===== config.mk =====
export PLATFORM = sky130hd
export DESIGN_NAME = vector_clock_store
export DESIGN_NICKNAME = d
export VERILOG_FILES = /design/src/rtl/vcs_pkg.sv /design/src/rtl/vcs_front.sv /design/src/rtl/vcs_back.sv /design/src/rtl/vector_clock_store.sv
export VERILOG_INCLUDE_DIRS = /design/src /design/src/rtl
export SDC_FILE = /design/constraint.sdc
export NUM_CORES = 2
export LEC_CHECK = 0
export BUFFER_PORTS_ARGS = -buffer_cell sky130_fd_sc_hd__buf_2
export CORE_MARGIN = 2
export CORE_UTILIZATION = 57
export DETAILED_ROUTE_END_ITERATION = 12
export GPL_TIMING_DRIVEN = 0
export PLACE_DENSITY = 0.81
export SYNTH_ARGS = -nofsm -noshare
export SYNTH_HDL_FRONTEND = slang
export SYNTH_SLANG_ARGS = --single-unit

===== constraint.sdc =====
create_clock -name clk_i -period 8.05 [get_ports clk_i]
set_clock_uncertainty 0.05 [all_clocks]
set_input_delay 0.4025 -clock clk_i [delete_from_list [all_inputs] [get_ports clk_i]]
set_output_delay 0.4025 -clock clk_i [all_outputs]
set_load 0.01 [all_outputs]

===== src/rtl/vector_clock_store_assert.svh =====
// Assertion macros for the vector clock store RTL.
`ifndef VECTOR_CLOCK_STORE_ASSERT_SVH
`define VECTOR_CLOCK_STORE_ASSERT_SVH

// Plain property, checked on every clock edge outside reset.
`define VCS_ASSERT(lbl, clk, rstn, prop) \
  lbl: assert property (@(posedge clk) disable iff (!rstn) (prop)) \
    else $error("vector clock store check failed");

// Implication: when ante holds, cons holds in the same cycle.
`define VCS_ASSERT_IMPL(lbl, clk, rstn, ante, cons) \
  lbl: assert property (@(posedge clk) disable iff (!rstn) (ante) |-> (cons)) \
    else $error("vector clock store check failed");

`endif


===== src/rtl/vcs_pkg.sv =====
// Shared types and constants for the vector clock store.
`timescale 1ns / 1ps
package vcs_pkg;

  localparam int DEFAULT_NODE_SLOTS = 16;
  localparam int NODE_W    = 4;
  localparam int CNT_W     = 32;
  localparam int STAMP_W   = 48;
  localparam int CFG_W     = 5;
  localparam logic [CFG_W-1:0] KEEP_LIMIT_RST = 5'd16;

  localparam logic [2:0] CMD_INC   = 3'd0;
  localparam logic [2:0] CMD_SET   = 3'd1;
  localparam logic [2:0] CMD_MERGE = 3'd2;
  localparam logic [2:0] CMD_CMP   = 3'd3;
  localparam logic [2:0] CMD_GET   = 3'd4;
  localparam logic [2:0] CMD_PRUNE = 3'd5;

  localparam logic [1:0] ORD_EQUAL = 2'd0;

  typedef enum logic [2:0] {
    OP_INC, OP_SET, OP_MERGE, OP_CMP, OP_GET, OP_PRUNE, OP_NOP
  } op_e;

  typedef struct packed {
    op_e                op;
    logic               ok;
    logic [NODE_W-1:0]  node;
    logic [CNT_W-1:0]   counter;
    logic [STAMP_W-1:0] stamp;
    logic               last;
  } vcs_req_t;

endpackage


===== src/rtl/vcs_front.sv =====
// Front end: accepts commands, decodes them and queues them for the back end.
`timescale 1ns / 1ps
module vcs_front #(
  parameter int NodeSlots = vcs_pkg::DEFAULT_NODE_SLOTS
) (
  input  logic                         clk_i,
  input  logic                         rst_ni,
  input  logic                         start,
  output logic                         busy,
  input  logic [2:0]                   cmd_i,
  input  logic [vcs_pkg::NODE_W-1:0]   node_i,
  input  logic [vcs_pkg::CNT_W-1:0]    counter_i,
  input  logic [vcs_pkg::STAMP_W-1:0]  stamp_i,
  input  logic                         last_i,
  output logic                         req_valid_o,
  input  logic                         req_pop_i,
  output vcs_pkg::vcs_req_t            req_o
);
  import vcs_pkg::*;

  vcs_req_t   fifo_q [2];
  logic       wr_ptr_q, rd_ptr_q;
  logic [1:0] count_q;
  vcs_req_t   dec;
  logic       push, pop;

  always_comb begin
    dec.node    = node_i;
    dec.counter = counter_i;
    dec.stamp   = stamp_i;
    dec.last    = last_i;
    dec.ok      = 32'(node_i) < NodeSlots;
    case (cmd_i)
      CMD_INC:   dec.op = OP_INC;
      CMD_SET:   dec.op = OP_SET;
      CMD_MERGE: dec.op = OP_MERGE;
      CMD_CMP:   dec.op = OP_CMP;
      CMD_GET:   dec.op = OP_GET;
      CMD_PRUNE: dec.op = OP_PRUNE;
      default:   dec.op = OP_NOP;
    endcase
  end

  assign busy        = count_q == 2'd2;
  assign push        = start && !busy;
  assign pop         = req_pop_i && (count_q != 2'd0);
  assign req_valid_o = count_q != 2'd0;
  assign req_o       = fifo_q[rd_ptr_q];

  always_ff @(posedge clk_i) begin
    if (push) begin
      fifo_q[wr_ptr_q] <= dec;
    end
  end

  always_ff @(posedge clk_i or negedge rst_ni) begin
    if (!rst_ni) begin
      wr_ptr_q <= 1'b0;
      rd_ptr_q <= 1'b0;
      count_q  <= 2'd0;
    end else begin
      if (push) wr_ptr_q <= !wr_ptr_q;
      if (pop)  rd_ptr_q <= !rd_ptr_q;
      count_q <= count_q + {1'b0, push} - {1'b0, pop};
    end
  end

endmodule


===== src/rtl/vcs_back.sv =====
// Back end: slot storage, command execution, compare verdict and prune walk.
`timescale 1ns / 1ps
`include "vector_clock_store_assert.svh"
module vcs_back #(
  parameter int NodeSlots = vcs_pkg::DEFAULT_NODE_SLOTS
) (
  input  logic                         clk_i,
  input  logic                         rst_ni,
  input  logic                         keep_limit_we_i,
  input  logic [vcs_pkg::CFG_W-1:0]    keep_limit_i,
  input  logic                         req_valid_i,
  output logic                         req_pop_o,
  input  vcs_pkg::vcs_req_t            req_i,
  output logic                         done_o,
  output logic [vcs_pkg::CNT_W-1:0]    value_o,
  output logic [1:0]                   ordering_o,
  output logic                         ordering_valid_o,
  output logic [vcs_pkg::CFG_W-1:0]    live_entries_o
);
  import vcs_pkg::*;

  // only 16 slots are addressable through the node field
  localparam int SLOTS = (NodeSlots < 16) ? NodeSlots : 16;
  localparam int IDXW  = $clog2(SLOTS);
  localparam int LW    = $clog2(SLOTS + 1);

  localparam logic [1:0] S_IDLE = 2'd0;
  localparam logic [1:0] S_EXEC = 2'd1;
  localparam logic [1:0] S_SCAN = 2'd2;
  localparam logic [1:0] S_DROP = 2'd3;

  logic [1:0]         state_q, state_d;
  vcs_req_t           req_q;
  logic [CNT_W-1:0]   cnt_q   [SLOTS];
  logic [STAMP_W-1:0] stamp_q [SLOTS];
  logic [SLOTS-1:0]   seen_q, seen_d, live_vec;
  logic               lg_q, lg_d, pg_q, pg_d;
  logic [CFG_W-1:0]   max_q;
  logic [LW-1:0]      live_q, live_d;
  logic [IDXW-1:0]    scan_q, scan_d, best_q, best_d;
  logic [STAMP_W-1:0] best_stamp_q, best_stamp_d;
  logic               found_q, found_d;

  logic [IDXW-1:0]    node_idx, rd_idx, wr_idx;
  logic [CNT_W-1:0]   rd_cnt, wr_cnt;
  logic [STAMP_W-1:0] rd_stamp, wr_stamp;
  logic               wr_en;

  logic               done_d, ordv_d;
  logic [CNT_W-1:0]   value_d;
  logic [1:0]         ord_d;

  assign node_idx  = req_q.node[IDXW-1:0];
  assign rd_idx    = (state_q == S_SCAN) ? scan_q : node_idx;
  assign rd_cnt    = cnt_q[rd_idx];
  assign rd_stamp  = stamp_q[rd_idx];
  assign req_pop_o = (state_q == S_IDLE) && req_valid_i;

  always_comb begin
    for (int i = 0; i < SLOTS; i++) begin
      live_vec[i] = cnt_q[i] != '0;
    end
  end

  always_comb begin
    state_d      = state_q;
    seen_d       = seen_q;
    lg_d         = lg_q;
    pg_d         = pg_q;
    live_d       = live_q;
    scan_d       = scan_q;
    best_d       = best_q;
    best_stamp_d = best_stamp_q;
    found_d      = found_q;
    wr_en        = 1'b0;
    wr_idx       = node_idx;
    wr_cnt       = rd_cnt;
    wr_stamp     = rd_stamp;
    done_d       = 1'b0;
    ordv_d       = 1'b0;
    ord_d        = ORD_EQUAL;
    value_d      = req_q.ok ? rd_cnt : '0;

    case (state_q)
      S_IDLE: begin
        if (req_valid_i) state_d = S_EXEC;
      end
      S_EXEC: begin
        state_d = S_IDLE;
        done_d  = 1'b1;
        case (req_q.op)
          OP_INC: begin
            wr_en    = req_q.ok;
            wr_cnt   = (rd_cnt == '1) ? rd_cnt : rd_cnt + 1'b1;
            wr_stamp = req_q.stamp;
          end
          OP_SET: begin
            wr_en    = req_q.ok;
            wr_cnt   = req_q.counter;
            wr_stamp = (req_q.counter == '0) ? '0 : req_q.stamp;
          end
          OP_MERGE: begin
            wr_en    = req_q.ok && (req_q.counter > rd_cnt);
            wr_cnt   = req_q.counter;
            wr_stamp = req_q.stamp;
          end
          OP_CMP: begin
            lg_d = lg_q | (req_q.ok && (rd_cnt > req_q.counter));
            pg_d = pg_q | (req_q.ok && (req_q.counter > rd_cnt));
            for (int i = 0; i < SLOTS; i++) begin
              seen_d[i] = seen_q[i] | (req_q.ok && (node_idx == IDXW'(i)));
            end
            if (req_q.last) begin
              // live slots the peer never sent count as local-greater
              ord_d  = {pg_d, lg_d | (|(live_vec & ~seen_d))};
              ordv_d = 1'b1;
              seen_d = '0;
              lg_d   = 1'b0;
              pg_d   = 1'b0;
            end
          end
          OP_PRUNE: begin
            if (CFG_W'(live_q) > max_q) begin
              state_d = S_SCAN;
              done_d  = 1'b0;
              scan_d  = '0;
              found_d = 1'b0;
            end
          end
          default: ;
        endcase
        if (wr_en) begin
          value_d = wr_cnt;
          if (wr_cnt != '0 && rd_cnt == '0) live_d = live_q + 1'b1;
          if (wr_cnt == '0 && rd_cnt != '0) live_d = live_q - 1'b1;
        end
      end
      S_SCAN: begin
        if (rd_cnt != '0 && (!found_q || rd_stamp < best_stamp_q)) begin
          best_d       = scan_q;
          best_stamp_d = rd_stamp;
          found_d      = 1'b1;
        end
        scan_d = scan_q + 1'b1;
        if (scan_q == IDXW'(SLOTS - 1)) state_d = S_DROP;
      end
      S_DROP: begin
        wr_en    = 1'b1;
        wr_idx   = best_q;
        wr_cnt   = '0;
        wr_stamp = '0;
        live_d   = live_q - 1'b1;
        if (CFG_W'(live_d) > max_q) begin
          state_d = S_SCAN;
          scan_d  = '0;
          found_d = 1'b0;
        end else begin
          state_d = S_IDLE;
          done_d  = 1'b1;
          value_d = (req_q.ok && best_q != node_idx) ? rd_cnt : '0;
        end
      end
      default: state_d = S_IDLE;
    endcase
  end

  always_ff @(posedge clk_i) begin
    if (req_pop_o) req_q <= req_i;
    best_q       <= best_d;
    best_stamp_q <= best_stamp_d;
    scan_q       <= scan_d;
    value_o      <= value_d;
    ordering_o   <= ord_d;
  end

  always_ff @(posedge clk_i or negedge rst_ni) begin
    if (!rst_ni) begin
      state_q          <= S_IDLE;
      seen_q           <= '0;
      lg_q             <= 1'b0;
      pg_q             <= 1'b0;
      live_q           <= '0;
      found_q          <= 1'b0;
      max_q            <= KEEP_LIMIT_RST;
      done_o           <= 1'b0;
      ordering_valid_o <= 1'b0;
      live_entries_o   <= '0;
      for (int i = 0; i < SLOTS; i++) begin
        cnt_q[i]   <= '0;
        stamp_q[i] <= '0;
      end
    end else begin
      state_q          <= state_d;
      seen_q           <= seen_d;
      lg_q             <= lg_d;
      pg_q             <= pg_d;
      live_q           <= live_d;
      found_q          <= found_d;
      done_o           <= done_d;
      ordering_valid_o <= ordv_d;
      live_entries_o   <= CFG_W'(live_d);
      if (keep_limit_we_i) max_q <= keep_limit_i;
      if (wr_en) begin
        cnt_q[wr_idx]   <= wr_cnt;
        stamp_q[wr_idx] <= wr_stamp;
      end
    end
  end

  `VCS_ASSERT(a_live_range, clk_i, rst_ni, 32'(live_q) <= SLOTS)
  `VCS_ASSERT_IMPL(a_ordv_done, clk_i, rst_ni, ordering_valid_o, done_o)
  `VCS_ASSERT_IMPL(a_ord_zero, clk_i, rst_ni, !ordering_valid_o, ordering_o == ORD_EQUAL)
  `VCS_ASSERT_IMPL(a_drop_found, clk_i, rst_ni, state_q == S_DROP, found_q)

endmodule


===== src/rtl/vector_clock_store.sv =====
// Top level of the vector clock store: front end, request queue and back end.
//
// Usage: drive cmd_i, node_i, counter_i, stamp_i and last_i and raise start;
// the request is taken at a rising edge where start is high and busy is low.
// Every request yields exactly one result: done_o is high for one cycle
// with value_o, ordering_o, ordering_valid_o and live_entries_o. The
// receiver cannot stall, so results are never held back.
// A two-entry queue sits between decode and execution; busy rises when it
// is full. The back end pops a request only when idle, then executes it
// and registers done_o. A prune that drops k entries walks the stamps of
// the slot registers, one slot per cycle, and clears the live slot with the
// oldest stamp, once per dropped entry. The user must write the keep limit
// through keep_limit_we_i / keep_limit_i only while the block is idle; the
// block itself does not enforce this. Reset empties the clock, the compare
// state and the queue, and sets the keep limit to 16.
`timescale 1ns / 1ps
module vector_clock_store #(
  parameter int NodeSlots = vcs_pkg::DEFAULT_NODE_SLOTS
) (
  input  logic                         clk_i,
  input  logic                         rst_ni,
  input  logic                         keep_limit_we_i,
  input  logic [vcs_pkg::CFG_W-1:0]    keep_limit_i,
  input  logic                         start,
  output logic                         busy,
  input  logic [2:0]                   cmd_i,
  input  logic [vcs_pkg::NODE_W-1:0]   node_i,
  input  logic [vcs_pkg::CNT_W-1:0]    counter_i,
  input  logic [vcs_pkg::STAMP_W-1:0]  stamp_i,
  input  logic                         last_i,
  output logic                         done_o,
  output logic [vcs_pkg::CNT_W-1:0]    value_o,
  output logic [1:0]                   ordering_o,
  output logic                         ordering_valid_o,
  output logic [vcs_pkg::CFG_W-1:0]    live_entries_o
);
  import vcs_pkg::*;

  vcs_req_t req;
  logic     req_valid, req_pop;

  vcs_front #(.NodeSlots(NodeSlots)) u_front (
    .clk_i       (clk_i),
    .rst_ni      (rst_ni),
    .start       (start),
    .busy        (busy),
    .cmd_i       (cmd_i),
    .node_i      (node_i),
    .counter_i   (counter_i),
    .stamp_i     (stamp_i),
    .last_i      (last_i),
    .req_valid_o (req_valid),
    .req_pop_i   (req_pop),
    .req_o       (req)
  );

  vcs_back #(.NodeSlots(NodeSlots)) u_back (
    .clk_i            (clk_i),
    .rst_ni           (rst_ni),
    .keep_limit_we_i  (keep_limit_we_i),
    .keep_limit_i     (keep_limit_i),
    .req_valid_i      (req_valid),
    .req_pop_o        (req_pop),
    .req_i            (req),
    .done_o           (done_o),
    .value_o          (value_o),
    .ordering_o       (ordering_o),
    .ordering_valid_o (ordering_valid_o),
    .live_entries_o   (live_entries_o)
  );

endmodule

# Word-level counts from Yosys, hierarchy flattened
# Memory sizes are Yosys's and may differ from the RTL's. A register that Yosys moved wholly into a read port is not among the register bits.
# Index checks and enable logic that the tools add are counted.
# classes
n_lt_le_gt_ge,8
muxes,61
n_bitwise,23
reduce_logical,70
add_sub_neg,6
eq_ne,39
# op_table
cell,count
$bwmux 768,1
$reduce_bool 32->1,18
$bwmux 512,1
$mux 32,9
$bmux 48 s4,1
$demux 48 s4,1
$mux 48,4
$pmux 32 s2,3
$pmux 48 s2,2
$bmux 32 s4,1
$demux 32 s4,1
$logic_not 32->1,3
$gt 32x32->1,2
$lt 48x48->1,1
$eq 4x4->1 const B,9
$add 32x1->32 const B,1
$eq 32x32->1 const B,1
$logic_and 1x1->1,26
$mux 4,5
$or 1x1->1,19
$pmux 3 s6,1
$and 16x16->16,1
$eq 4x3->1 const B,4
$mux 16,1
42 further kinds,91
# word_totals
n_memories,1
wordCells,258
register_bits,1408
output_inout_bits,42
mem_bits_rw,176
# memory_table
memory,words,width,read_ports,rd_clocked_by_memory_dff,wr,line_no,text
u_front.fifo_q,2,88,1,1,1,vcs_front.sv:21,vcs_req_t fifo_q [2];

# Longest topological paths before layout
# logic_depth
depth_word,16
depth_mapped,35
mapped_depth_nobuf,23

# Hierarchy
# From an unflattened synthesis, not the netlist that was laid out.
# hier_totals
cells_unflattened,7213
area_unflattened_um2,76206.8
# by_module_without_submodules
module,area_each_um2,n_inst,seq_area_each_um2,cells_per_inst
vcs_back,69598.0,1,37892.6,6916
vcs_front,6608.8,1,5385.2,297

# Least setup slack after synthesis
# No wires, ideal clock.
# synth_path
kind,register to register
start,register u_back.scan_q[0]
end,register u_back.best_q[0] (enable)
path_stages_with_launch,30
setup_slack_ps,-697
arrival_time_ps,8204
period_less_slack_ps,8747
required_time_ps,7507
path_cell_list,edfxtp_1 > buf_4 > and3b_1 > buf_4 > a21o_1 > buf_6 > buf_12 > buf_8 > buf_8 > buf_4 > buf_2 > buf_1 > buf_1 > mux4_2 > nand2_1 > a31oi_1 > ha_1 > a21oi_1 > nor2b_1 > o21ai_0 > nand2b_1 > a21oi_1 > nor2b_1 > o21ai_0 > nand2b_1 > a221oi_1 > o31ai_1 > a221oi_1 > o31ai_1 > a31oi_1
# synth_between
elab_chain_len,9
word_cells_on_any_way,13
classes_between,1 x order compare; 7 x mux; 1 x bitwise; 4 x reduce/logical
# synth_lines
element,line_no,text
"start, declared",vcs_back.sv:40,"logic [IDXW-1:0] scan_q, scan_d, best_q, best_d;"
"start signal, assigned",vcs_back.sv:171,scan_q <= scan_d;
$mux 4,vcs_back.sv:54,assign rd_idx = (state_q == S_SCAN) ? scan_q : node_idx;
$not 4->5 (not written as such),vcs_back.sv:56,assign rd_stamp = stamp_q[rd_idx];
$bmux 48 s4,vcs_back.sv:56,
$mux 48 (not written as such) (2 in series),vcs_back.sv:56,
via u_back.rd_stamp[9],vcs_back.sv:46,"logic [STAMP_W-1:0] rd_stamp, wr_stamp;"
$lt 48x48->1,vcs_back.sv:139,if (rd_cnt != '0 && (!found_q || rd_stamp < best_stamp_q)) begin
$logic_or 1x1->1,vcs_back.sv:139,
$logic_and 1x1->1,vcs_back.sv:139,
$reduce_and 2->1 (no source line),--,
"end signal, assigned",vcs_back.sv:169,best_q <= best_d;
"end, declared",vcs_back.sv:40,
# The timed path passes the listed nets, and every way through them passes these cells. The select of a mux whose other input is x is not followed.
# A chain may end at the register's enable or synchronous reset.

# Worst setup path in the final report
# layout_path
start,register u_back.scan_q[1]
end,register u_back.stamp_q[536] (netlist bit)
# layout_between
elab_chain_len,10
word_cells_on_any_way,16
classes_between,1 x order compare; 13 x mux; 1 x bitwise; 1 x reduce/logical
# layout_lines
element,line_no,text
$mux 4 *,vcs_back.sv:54,
$not 4->5 (not written as such) *,"vcs_back.sv:55, vcs_back.sv:56",
$bmux 32 s4,vcs_back.sv:55,assign rd_cnt = cnt_q[rd_idx];
$mux 32 (not written as such) (2 in series),vcs_back.sv:55,
$gt 32x32->1,vcs_back.sv:103,wr_en = req_q.ok && (req_q.counter > rd_cnt);
$logic_and 1x1->1,vcs_back.sv:103,
$pmux 1 s2,vcs_back.sv:91,case (req_q.op)
$mux 1,vcs_back.sv:84,case (state_q)
$pmux 1 s2,vcs_back.sv:84,
"end signal, assigned by index",vcs_back.sv:205,stamp_q[wr_idx] <= wr_stamp;
"end, declared",vcs_back.sv:35,logic [STAMP_W-1:0] stamp_q [SLOTS];
# Every way passes the cells marked *; elsewhere a longest branch is shown, timed or not. The select of a mux whose other input is x is not followed.

==> results.toml <==
[synth]
netlist_area_sq_um = 76890
yosysMostFrequentCell = "nand2_1"
ys_warn_count = 0
synthTopCellsByArea = "dfrtp_1 43%, edfxtp_1 12%, o21ai_0 8.5%"
yosys_register_bits = 1671
ys_async_sr_fraction_pct = 78.82
synth_sequential_area_ratio_pct = 56.25
synth_edf_count = 320
synth_area_leader_cell = "dfrtp_1"
yosysUniqueCellTypes = 94
yosysTopAreaCellShare_pct = 42.83
synthTopCellsByCount = "1429 x nand2_1, 1316 x dfrtp_1, 1308 x o21ai_0, 461 x clkbuf_1, 320 x edfxtp_1"
synth.avg_cell_area_sq_um = 10.61
synth-main-ff-cell = "dfrtp_1"
synthCells = 7245
synth_nets = 7437

[timing]
whs_ns = 0.08867
maxSlewViolCount = 2
finalCriticalPeriod_ns = 8.191
finalCritPeriodShare_pct = 101.8
slew_headroom_pct = -11.65
max_freq_ghz = 0.1221
setup_slack_ns = -0.1412
tightest_slew_ns = 1.659
finalSetupViolCount = 113
rsz0062_at_grt = "true"
final-hold-violation-count = 0

[floorplan]
core_area_sq_um = 133600
ioPinCount = 139
rows = 134
start_util_pct = 57.54
die-area_sq_um = 137800
die_h_um = 371.3
die_x_um = 371.3

[drt]
vias = 67480
avgViaCountPerCell = 7.027
wirelength_um = 325700
first_pass_iters = 7
drc = 0
postRouteAntennaNets = 0
wire_per_inst_um = 33.92
drtIter0Drc = 11260

[clock_tree]
cts.reportedPaths.clkPinSlew_ns = 0.06
clock_latency_ns = 0.86
numCtsBuffers = 173
clk_path_buf_depth = 3
root_buffer = "clkbuf_16"
htreeDepth = 4
cts_tree = "yes"
cts.sinks = 1671

[critical_path]
slowest_stage = "a22oi_2"
path_buf_inv = 6
worstPathRequired_ns = 8.73
critPathLaunchType = "flop"
crit_path_frequent_cell = "o21ai_0"
crit_family = "compound AO/OA/AOI/OAI gates"
cp_data_arrival_time_ns = 8.87
path_class = "flop to flop"
path_max_fanout = 10
crit_path_end_kind = "flop"
slowest_delay_ns = 0.64

[global_route]
grt_pass1_wl_um = 466100
grt_max_degree = 183
grt_pass1_vias = 66500
gr-total-overflow = 0
grt_usage_pct = 47.55
antenna_found_initial = 9

[layout]
nNetsFinal = 7883
drive_above_1_share_pct = 15.01
multiInputGateArea_sq_um = 30900
n_fill_cell = 9990
syn2layout_area_growth_pct = 14.88
final-seq-area_sq_um = 43250
instances_no_fill = 9604

[hold_path]
worstHoldPathType = "primary input to async pin"

[placed_design]
port_buffers = 137
hpwl_um = 231000
dp.cells = 9178
gp_congestion = 1.102

[run_status]
violations = "max-capacitance violations, max-slew violations, negative setup slack"
status = "complete, but fails checks"

[run]
maxCapViolCount = 1
==> routing by layer <==
layer / GRT usage (%) / part of all wire (%)
met1: 57.78 / 34
met2: 68.13 / 42
met3: 15.32 / 13
met4: 42.03 / 11
met5: 0 / 0.020
==> state kept, by name (all words and copies together) (netlist names), 5 cells and up <==
| register | flops |
|---|---|
| u_back.cnt_q | 512 |
| u_back.best_stamp_q | 48 |
| u_back.value_o | 32 |
| u_back.max_q | 5 |
| u_back.stamp_q | 768 |
| u_back.seen_q | 16 |
| u_back.live_entries_o | 5 |
| u_back.req_q | 84 |
| u_front.fifo_q | 176 |
==> path summary, 6_finish.rpt <==
check	from	endpoint	slack [ns]	cells past startpoint
setup / recovery	u_back.scan_q[1]	u_back.stamp_q[536]	-0.14	28
hold / removal	rst_ni	u_back.cnt_q[329]	0.09	2
setup reg to reg	u_back.scan_q[1]	u_back.stamp_q[536]	-0.14	28
hold reg to reg	u_back.scan_q[2]	u_back.best_q[2]	0.40	0
max in group asynchronous	rst_ni	u_back.stamp_q[263]	5.43	4
min in group clk_i	counter_i[16]	u_front.fifo_q[0][65]	0.22	2
==> what timing repair did <==
action / CTS / global route
setup buffers: 8 / 6
hold buffers: 104 / 0
hold endpoints to repair: 297 / 0
pin swaps: 7 / 6
gates resized for setup: 225 / 167
setup endpoints to repair: 1369 / 1336
==> worst reg2reg max path: cells and delay by family, from the launching register on <==
family | cells | cell delay (ns)
buf+inv | 6 | 2.59
fa+ha+maj | 1 | 0.27
flops | 1 | 0.41
simple gates | 9 | 1.74
compound gates | 12 | 3.00
==> logic make-up (layout without fill, tap and decap cells) <==
family	count (synthesis)	in the layout	share of synthesized area, %
simple gates	2144	2144	12.16
compound gates	2026	2026	15.38
flops	1671	1671	56.25
buf+inv	761	1350	4.247
mux	525	525	10.16
fa+ha+maj	96	96	1.559
xor+xnor	22	22	0.2506
other cells	0	2	0
==> through the flow <==
| stage | area [sq um] | setup slack [ns] | setup TNS, ns | utilization (%) |
|---|---|---|---|---|
| 5_1_grt | 88330 | -0.03151 | -0.5459 | 66.10 |
| 4_1_cts | 88000 | -0.006687 | -0.006687 | 65.86 |
| 3_3_place_gp | 79800 | -22.01 | - | 59.72 |
| 6_report | 88330 | -0.1412 | -3.258 | 66.10 |
| 2_1_floorplan | 76900 | 0.5578 | 0 | - |
| 3_5_place_dp | 80400 | -2.185 | -2431.68 | 60.17 |
==> cells in the final DEF (no fill, tap or decap), drive strengths merged, types with 78 or more instances in the layout <==
master / instances
nand2: 1429
o21ai: 1322
dfrtp: 1316
clkbuf: 706
buf: 322
edfxtp: 320
nor2: 225
mux2i: 224
mux4: 192
a211oi: 188
nor4: 157
inv: 152
a21oi: 150
mux2: 109
dlygate4sd3: 104
ha: 95
nand4: 84
a22oi: 78
==> area by class of cell <==
cell class | count | area share [%]
diodes | 2 | 0.005666
plain buffers | 602 | 3.417
clock buffers | 253 | 5.696
clock inverters | 65 | 1.082
inverters | 145 | 0.6162
multi-input cells | 4813 | 34.98
flip-flops and latches | 1671 | 48.96
well taps | 1768 | 2.504
repair buffers | 285 | 2.737
Power is left out: the tool's default activity adds up to more than one toggle a clock period on the data nets, which glitch-free logic cannot reach.
